**src/design/gto_pkg.sv**
```systemverilog
// shared types and constants for the gps track odometer
package gto_pkg;

   localparam int unsigned CoordWidth = 24;
   localparam int unsigned DiffWidth  = 25;
   localparam int unsigned SqWidth    = 50;
   localparam int unsigned RootWidth  = 25;
   localparam int unsigned AccWidth   = 48;
   localparam int unsigned CountWidth = 32;
   localparam int unsigned RemWidth   = 33;

   localparam logic [5:0] RootSteps = 6'd25;
   localparam logic [5:0] DivSteps  = 6'd48;

   typedef enum logic [1:0] {
      CMD_START = 2'd0,
      CMD_DATA  = 2'd1,
      CMD_STOP  = 2'd2,
      CMD_OTHER = 2'd3
   } command_type;

   typedef enum logic [3:0] {
      ST_IDLE,
      ST_SQ_X,
      ST_SQ_Y,
      ST_ROOT,
      ST_ROOT_WAIT,
      ST_DIV,
      ST_DIV_WAIT,
      ST_DONE
   } state_type;

   typedef enum logic [1:0] {
      PASS_STEP,
      PASS_RADIUS,
      PASS_END
   } pass_type;

   typedef enum logic {
      MODE_ROOT,
      MODE_DIV
   } alu_mode_type;

   localparam logic [AccWidth-1:0]   AccMax   = '1;
   localparam logic [CountWidth-1:0] CountMax = '1;

endpackage

```
**src/design/gps_track_odometer.sv**
```systemverilog
// gps track odometer top level: state, sequencer and output register
// work per item: for an item that is not counted, the end distance root only;
// for a counted sample, three roots (step, radius, end distance) and one divide
// each root pass is two squares, load, 25 steps, drain; the divide follows the roots
// one item at a time, req_tready high only in idle; a result waits in done while rsp_tready is low
// synchronous active-high reset clears all state to zero, except pass_ff, which resets to PASS_END
module gps_track_odometer (
   input  logic         clock,
   input  logic         reset,
   input  logic         req_tvalid,
   output logic         req_tready,
   input  logic [55:0]  req_tdata,   // command[1:0], pos_x[25:2], pos_y[49:26], zero pad
   output logic         rsp_tvalid,
   input  logic         rsp_tready,
   output logic [151:0] rsp_tdata    // end_x, end_y, path_length, end_to_start,
                                     // mean_to_start, tracking, zero pad
);

   logic [23:0] org_x_ff, org_y_ff, lst_x_ff, lst_y_ff, stp_x_ff, stp_y_ff;
   logic [23:0] in_x_ff, in_y_ff;
   logic        act_ff;
   logic [47:0] path_ff, rad_ff;
   logic [31:0] cnt_ff;
   logic [24:0] e2s_ff, mean_ff;
   logic        count_ff;
   gto_pkg::state_type state_ff, state_in;
   gto_pkg::pass_type  pass_ff, pass_in;
   logic        rsp_v_ff;
   logic [146:0] rsp_data_ff;

   logic [23:0] ax, ay, bx, by;
   logic [24:0] dx, dy, mag;
   logic        sq_load, sq_add, root_start, div_start, busy;
   logic [24:0] root;
   logic [47:0] quot;
   logic [48:0] path_sum, rad_sum;
   logic        accept;
   logic        is_sample;
   gto_pkg::command_type req_cmd;

   assign req_cmd    = gto_pkg::command_type'(req_tdata[1:0]);
   assign req_tready = state_ff == gto_pkg::ST_IDLE;
   assign accept     = req_tvalid && req_tready;
   assign is_sample  = act_ff && (req_cmd == gto_pkg::CMD_DATA || req_cmd == gto_pkg::CMD_STOP);
   assign path_sum   = {1'b0, path_ff} + {24'd0, root};
   assign rad_sum    = {1'b0, rad_ff} + {24'd0, root};

   always_comb begin
      unique case (pass_ff)
         gto_pkg::PASS_STEP:   begin ax = in_x_ff;  ay = in_y_ff;  bx = lst_x_ff; by = lst_y_ff; end
         gto_pkg::PASS_RADIUS: begin ax = in_x_ff;  ay = in_y_ff;  bx = org_x_ff; by = org_y_ff; end
         default:              begin ax = stp_x_ff; ay = stp_y_ff; bx = org_x_ff; by = org_y_ff; end
      endcase
      dx = {ax[23], ax} - {bx[23], bx};
      dy = {ay[23], ay} - {by[23], by};
      if (dx[24]) dx = -dx;
      if (dy[24]) dy = -dy;
      mag = (state_ff == gto_pkg::ST_SQ_X) ? dx : dy;
   end

   gto_alu u_alu (
      .clock(clock), .reset(reset),
      .sq_load(sq_load), .sq_add(sq_add), .sq_a(mag),
      .root_start(root_start), .div_start(div_start),
      .div_num(rad_ff), .div_den(cnt_ff),
      .root(root), .quot(quot), .busy(busy)
   );

   always_comb begin
      state_in   = state_ff;
      pass_in    = pass_ff;
      sq_load    = 1'b0;
      sq_add     = 1'b0;
      root_start = 1'b0;
      div_start  = 1'b0;
      unique case (state_ff)
         gto_pkg::ST_IDLE: begin
            if (accept) begin
               state_in = gto_pkg::ST_SQ_X;
               pass_in  = is_sample ? gto_pkg::PASS_STEP : gto_pkg::PASS_END;
            end
         end
         gto_pkg::ST_SQ_X: begin
            sq_load  = 1'b1;
            state_in = gto_pkg::ST_SQ_Y;
         end
         gto_pkg::ST_SQ_Y: begin
            sq_add   = 1'b1;
            state_in = gto_pkg::ST_ROOT;
         end
         gto_pkg::ST_ROOT: begin
            root_start = 1'b1;
            state_in   = gto_pkg::ST_ROOT_WAIT;
         end
         gto_pkg::ST_ROOT_WAIT: begin
            if (!busy) begin
               unique case (pass_ff)
                  gto_pkg::PASS_STEP:   begin pass_in = gto_pkg::PASS_RADIUS;
                                              state_in = gto_pkg::ST_SQ_X; end
                  gto_pkg::PASS_RADIUS: begin pass_in = gto_pkg::PASS_END;
                                              state_in = gto_pkg::ST_SQ_X; end
                  default: state_in = count_ff ? gto_pkg::ST_DIV : gto_pkg::ST_DONE;
               endcase
            end
         end
         gto_pkg::ST_DIV: begin
            div_start = 1'b1;
            state_in  = gto_pkg::ST_DIV_WAIT;
         end
         gto_pkg::ST_DIV_WAIT: begin
            if (!busy) state_in = gto_pkg::ST_DONE;
         end
         gto_pkg::ST_DONE: begin
            if (!rsp_v_ff || rsp_tready) state_in = gto_pkg::ST_IDLE;
         end
         default: state_in = gto_pkg::ST_IDLE;
      endcase
   end

   always_ff @(posedge clock) begin
      if (reset) begin
         state_ff <= gto_pkg::ST_IDLE;
         pass_ff  <= gto_pkg::PASS_END;
         org_x_ff <= '0; org_y_ff <= '0; lst_x_ff <= '0; lst_y_ff <= '0;
         stp_x_ff <= '0; stp_y_ff <= '0; act_ff <= 1'b0;
         path_ff <= '0; rad_ff <= '0; cnt_ff <= '0; mean_ff <= '0; e2s_ff <= '0;
         count_ff <= 1'b0; rsp_v_ff <= 1'b0; in_x_ff <= '0; in_y_ff <= '0;
         rsp_data_ff <= '0;
      end else begin
         state_ff <= state_in;
         pass_ff  <= pass_in;
         if (accept) begin
            in_x_ff  <= req_tdata[25:2];
            in_y_ff  <= req_tdata[49:26];
            count_ff <= is_sample;
            if (req_cmd == gto_pkg::CMD_START) begin
               org_x_ff <= req_tdata[25:2];
               org_y_ff <= req_tdata[49:26];
               act_ff   <= 1'b1;
            end else if (is_sample && req_cmd == gto_pkg::CMD_STOP) begin
               stp_x_ff <= req_tdata[25:2];
               stp_y_ff <= req_tdata[49:26];
               act_ff   <= 1'b0;
            end
         end
         if (state_ff == gto_pkg::ST_ROOT_WAIT && !busy) begin
            unique case (pass_ff)
               gto_pkg::PASS_STEP: begin
                  path_ff <= path_sum[48] ? gto_pkg::AccMax : path_sum[47:0];
               end
               gto_pkg::PASS_RADIUS: begin
                  rad_ff <= rad_sum[48] ? gto_pkg::AccMax : rad_sum[47:0];
                  if (cnt_ff != gto_pkg::CountMax) cnt_ff <= cnt_ff + 32'd1;
               end
               default: e2s_ff <= root;
            endcase
         end
         if (state_ff == gto_pkg::ST_DIV_WAIT && !busy) begin
            mean_ff <= quot[24:0];
         end
         if (state_ff == gto_pkg::ST_DONE && (!rsp_v_ff || rsp_tready)) begin
            lst_x_ff    <= in_x_ff;
            lst_y_ff    <= in_y_ff;
            rsp_data_ff <= {act_ff, mean_ff, e2s_ff, path_ff, stp_y_ff, stp_x_ff};
            rsp_v_ff    <= 1'b1;
         end else if (rsp_tready) begin
            rsp_v_ff <= 1'b0;
         end
      end
   end

   assign rsp_tvalid = rsp_v_ff;
   assign rsp_tdata  = {5'b0, rsp_data_ff};

`ifndef SYNTHESIS
   a_no_accept_busy: assert property (@(posedge clock) disable iff (reset)
      state_ff != gto_pkg::ST_IDLE |-> !req_tready) else $error("ready while busy");
   a_rsp_hold: assert property (@(posedge clock) disable iff (reset)
      rsp_v_ff && !rsp_tready |=> rsp_v_ff && $stable(rsp_data_ff))
      else $error("result dropped");
   a_div_den: assert property (@(posedge clock) disable iff (reset)
      div_start |-> cnt_ff != 32'd0) else $error("divide by zero count");
   a_mean: assert property (@(posedge clock) disable iff (reset)
      cnt_ff == 32'd0 |-> mean_ff == '0) else $error("mean without samples");
`endif

endmodule

```
**src/design/gto_alu.sv**
```systemverilog
// shared unit: square accumulate and one compare-subtract for root and divide steps
module gto_alu (
   input  logic                           clock,
   input  logic                           reset,
   input  logic                           sq_load,
   input  logic                           sq_add,
   input  logic [gto_pkg::DiffWidth-1:0]  sq_a,
   input  logic                           root_start,
   input  logic                           div_start,
   input  logic [gto_pkg::AccWidth-1:0]   div_num,
   input  logic [gto_pkg::CountWidth-1:0] div_den,
   output logic [gto_pkg::RootWidth-1:0]  root,
   output logic [gto_pkg::AccWidth-1:0]   quot,
   output logic                           busy
);

   logic [gto_pkg::SqWidth-1:0]  acc_ff, acc_in;
   logic [gto_pkg::RemWidth-1:0] rem_ff, rem_in;
   logic [gto_pkg::AccWidth-1:0] q_ff, q_in;
   logic [5:0]                   cnt_ff, cnt_in;
   gto_pkg::alu_mode_type        mode_ff, mode_in;
   logic [gto_pkg::RemWidth-1:0] shifted, trial;
   logic [gto_pkg::SqWidth-1:0]  prod;

   // square of a 25-bit magnitude
   assign prod = {25'd0, sq_a} * {25'd0, sq_a};
   assign busy = cnt_ff != 6'd0;

   always_comb begin
      acc_in  = acc_ff;
      rem_in  = rem_ff;
      q_in    = q_ff;
      cnt_in  = cnt_ff;
      mode_in = mode_ff;
      shifted = '0;
      trial   = '0;
      if (sq_load) begin
         acc_in = prod;
      end else if (sq_add) begin
         acc_in = acc_ff + prod;
      end else if (root_start) begin
         rem_in  = '0;
         q_in    = '0;
         cnt_in  = gto_pkg::RootSteps;
         mode_in = gto_pkg::MODE_ROOT;
      end else if (div_start) begin
         rem_in  = '0;
         q_in    = div_num;
         cnt_in  = gto_pkg::DivSteps;
         mode_in = gto_pkg::MODE_DIV;
      end else if (busy) begin
         cnt_in = cnt_ff - 6'd1;
         if (mode_ff == gto_pkg::MODE_ROOT) begin
            // two radicand bits per step
            shifted = {rem_ff[gto_pkg::RemWidth-3:0], acc_ff[gto_pkg::SqWidth-1 -: 2]};
            trial   = {6'd0, q_ff[gto_pkg::RootWidth-1:0], 2'b01};
            acc_in  = {acc_ff[gto_pkg::SqWidth-3:0], 2'b00};
         end else begin
            shifted = {rem_ff[gto_pkg::RemWidth-2:0], q_ff[gto_pkg::AccWidth-1]};
            trial   = {1'b0, div_den};
         end
         if (shifted >= trial) begin
            rem_in = shifted - trial;
            q_in   = {q_ff[gto_pkg::AccWidth-2:0], 1'b1};
         end else begin
            rem_in = shifted;
            q_in   = {q_ff[gto_pkg::AccWidth-2:0], 1'b0};
         end
      end
   end

   always_ff @(posedge clock) begin
      if (reset) begin
         cnt_ff  <= '0;
         mode_ff <= gto_pkg::MODE_ROOT;
         acc_ff  <= '0;
         rem_ff  <= '0;
         q_ff    <= '0;
      end else begin
         cnt_ff  <= cnt_in;
         mode_ff <= mode_in;
         acc_ff  <= acc_in;
         rem_ff  <= rem_in;
         q_ff    <= q_in;
      end
   end

   assign root = q_ff[gto_pkg::RootWidth-1:0];
   assign quot = q_ff;

`ifndef SYNTHESIS
   a_cnt_range: assert property (@(posedge clock) disable iff (reset)
      cnt_ff <= gto_pkg::DivSteps) else $error("step count out of range");
   a_root_narrow: assert property (@(posedge clock) disable iff (reset)
      mode_ff == gto_pkg::MODE_ROOT |-> q_ff[gto_pkg::AccWidth-1:gto_pkg::RootWidth] == '0)
      else $error("root overflow");
   a_start_idle: assert property (@(posedge clock) disable iff (reset)
      (root_start || div_start) |-> !busy) else $error("start while busy");
   a_load: assert property (@(posedge clock) disable iff (reset)
      root_start |=> cnt_ff == gto_pkg::RootSteps) else $error("root load");
`endif

endmodule
```
**config.mk**
```make
export PLATFORM = sky130hd
export DESIGN_NAME = gps_track_odometer
export DESIGN_NICKNAME = d
export VERILOG_FILES = /design/src/design/gto_pkg.sv /design/src/design/gps_track_odometer.sv /design/src/design/gto_alu.sv
export SDC_FILE = /design/constraint.sdc
export NUM_CORES = 2
export LEC_CHECK = 0
export BUFFER_PORTS_ARGS = -buffer_cell sky130_fd_sc_hd__buf_2
export CAP_MARGIN = 5
export CORE_MARGIN = 2
export CORE_UTILIZATION = 60
export DETAILED_ROUTE_END_ITERATION = 8
export PLACE_DENSITY = 0.78
export REMOVE_ABC_BUFFERS = 1
export SYNTH_ARGS = -nofsm -noshare
export SYNTH_HDL_FRONTEND = slang
export SYNTH_SLANG_ARGS = --single-unit
```
**constraint.sdc**
```tcl
create_clock -name clock -period 22.3 [get_ports clock]
set_clock_uncertainty 0.15 [all_clocks]
set_input_delay 2.23 -clock clock [delete_from_list [all_inputs] [get_ports clock]]
set_output_delay 2.23 -clock clock [all_outputs]
set_load 0.01 [all_outputs]
```
==> flow_summary.json <==
{
  "synth_commonest_cells": "nand2_1 (1288), a21oi_1 (770), inv_1 (663)",
  "core.rowCount": 110,
  "rr_worst_depth": 49,
  "synth_seq_cells": 662,
  "whs_ps": 291.3,
  "clkSlewWorstSetupHoldPaths_ps": 60,
  "crit_path_start_kind": "flip-flop",
  "clock.fmax_mhz": 62.05,
  "cp.required_ps": 22770,
  "timing.rr.start": "pass_ff[1]$_SDFFE_PP1P_",
  "holdPathEnd": "rsp_data_ff[140]$_SDFFE_PP0P_",
  "hold_viol_final": 0,
  "outcome": "finished, final reports clean",
  "initial_core_util_pct": 60.70,
  "crit_family": "compound AO/OA/AOI/OAI gates",
  "dp_hpwl_um": 103500,
  "grt_pass1_wl_um": 236400,
  "post_cts_buffers": 0,
  "grt-ovfl-total": 0,
  "synth_top_cell_by_area": "dfxtp_1",
  "setup.worst_path.end_class": "flip-flop",
  "placed_area_mm2": 0.05645,
  "cp_max_fo": 36,
  "grt_use_total_pct": 30.85,
  "core-area_mm2": 0.09015,
  "areaGrowthSynthToFinish_pct": 7.882,
  "synth_area_leaders": "dfxtp_1 (24%), fa_1 (17%), nand2_1 (8.8%), ha_1 (8.5%), a21oi_1 (7.0%)",
  "yosys.cell_types.count": 95,
  "drc": 0,
  "grt_max_degree": 96,
  "h-tree-depth": 3,
  "yosysSeqAreaShare_pct": 24.22,
  "drtIter0Drc": 3866,
  "die_area_mm2": 0.09363,
  "setup_viol": 0,
  "worst-path-buf-inv": 6,
  "hold_buffers": 0,
  "yosysWarnings": 0,
  "synth_most_common_cell": "nand2_1",
  "synth_area_mm2": 0.05472,
  "cts_buffer_depth": 3,
  "numCtsBuffers": 74,
  "post_cts_resized": 0,
  "root_buffer": "clkbuf_16",
  "rsz0062_at_grt": "no",
  "tightestPinTransition_ps": 1243,
  "nFillCells": 7565,
  "yosysTopAreaCellShare_pct": 24.22,
  "grt_pass1_vias": 46579,
  "holdPathStages": 2,
  "cpPeakStageDelay_ps": 700,
  "die_w_um": 306.0,
  "worstSkewPairLatency_ps": 680,
  "synth_cells": 6786,
  "drv_cap": 0,
  "antenna_found_initial": 6,
  "r2r_slack_ps": 6190,
  "synth_edf_count": 0,
  "dr.pass1.iters": 6,
  "ant_nets": 0,
  "r2r_end": "u_alu.acc_ff[46]$_SDFFE_PP0P_",
  "drt-vias-per-instance": 5.926,
  "worstHoldStart": "mean_ff[19]$_SDFFE_PP0P_",
  "hp-class": "reg2reg",
  "gp_congestion": 0.9397,
  "cts_tree": "yes",
  "drive_gt1_share_pct": 7.940,
  "synthArstFlopShare_pct": 0,
  "fin_crit_sh_pct": 72.26,
  "critPathKind": "reg2reg",
  "crit_path_top_delay_cell": "buf_4",
  "wl_per_cell_um": 18.14,
  "synth_top_flop_cell": "dfxtp_1",
  "nets": 7702,
  "relSlewSlack_pct": 17.15,
  "finalInstanceArea_mm2": 0.05903,
  "numPortBuffers": 202,
  "fin_setup_tns_ps": 0,
  "chipHeight_um": 306.0,
  "crit_arrival_ps": 16580,
  "cpMostUsedCell": "fa_1",
  "final_max_slew_viol_count": 0,
  "dp_slack_ps": 6606,
  "ios": 214,
  "fin_crit_ps": 16110,
  "avgSynthCellArea_um2": 8.064,
  "vias": 47584,
  "cts_sinks": 662,
  "wl_um": 145700,
  "worst_slack_ps": 6185
}
[metal layers]
layer / share of wire, % / track usage, % / vias to the layer above
li1: - / - / 22519
met1: 42 / 40.91 / 23042
met2: 47 / 51.14 / 1691
met3: 7.8 / 4.776 / 328
met4: 3.3 / 11.19 / 4
met5: 0.0089 / 0 / -
[through the flow]
step / std cells / util [%]
floorplan: 6453 / -
global placement: 7896 / 62.61
detailed placement: 7896 / 62.61
CTS: 8027 / 65.48
global route: 8029 / 65.48
finish: 8030 / 65.49
[sequential cells by signal, indices dropped and copies added (netlist names), 25 cells and up]
| name | flops |
|---|---|
| rad_ff | 48 |
| rsp_data_ff | 147 |
| e2s_ff | 25 |
| u_alu.rem_ff | 32 |
| mean_ff | 25 |
| path_ff | 48 |
| u_alu.quot | 48 |
| u_alu.acc_ff | 50 |
| cnt_ff | 32 |
[how the worst max path moves through the flow]
stage / startpoint / end / slack, ps / cells after the start
2_1_floorplan: pass_ff[1]$_SDFFE_PP1P_ / u_alu.acc_ff[46]$_SDFFE_PP0P_ / 4950 / 49
3_3_place_gp: pass_ff[1]$_SDFFE_PP1P_ / u_alu.acc_ff[46]$_SDFFE_PP0P_ / 6780 / 52
3_5_place_dp: pass_ff[1]$_SDFFE_PP1P_ / u_alu.acc_ff[46]$_SDFFE_PP0P_ / 6610 / 52
4_1_cts: pass_ff[1]$_SDFFE_PP1P_ / u_alu.acc_ff[46]$_SDFFE_PP0P_ / 6510 / 52
5_1_grt: pass_ff[1]$_SDFFE_PP1P_ / u_alu.acc_ff[46]$_SDFFE_PP0P_ / 5220 / 50
6_report: pass_ff[1]$_SDFFE_PP1P_ / u_alu.acc_ff[46]$_SDFFE_PP0P_ / 6190 / 49
[cell families after synthesis]
kind of cell,share of synthesized area [%]
xor gates and xnor gates,4.498
other,0.01372
buffers and inverters,7.193
muxes,3.786
adders and majority gates,25.83
DFF,24.22
and+or+nand+nor,17.80
AOI/OAI and AO/OA,16.66
[worst min-delay path: stages, from the launching register on]
cell and delay (ps):
dfxtp_1 310, nand2_1 50, a21oi_1 50
[cell usage in the layout, fill, tap and decap left out, drive strengths merged, types with 42 or more instances in the layout]
master / count
nand2: 1288
a21oi: 771
inv: 673
dfxtp: 662
nor2: 487
fa: 473
ha: 373
buf: 267
o21ai: 187
xnor2: 172
a21o: 118
mux2i: 112
xor2: 109
clkbuf: 102
nor3: 93
mux2: 83
nand3: 79
a211oi: 73
o211ai: 61
and3: 54
nand2b: 48
o21bai: 46
o21a: 42
[area by class of cell]
type	instances	area, µm²	share of cell area, %
flip-flops and latches	662	13260	22.46
inverters	670	2517	4.264
diodes	3	7.507	0.01272
well taps	1176	1471	2.492
clock inverters	29	462.9	0.7842
multi-input cells	5121	37690	63.85
repair buffers	267	1509	2.556
clock buffers	102	2117	3.586
Power is left out: the tool's default activity adds up to more than one toggle a clock period on the data nets, which glitch-free logic cannot reach.
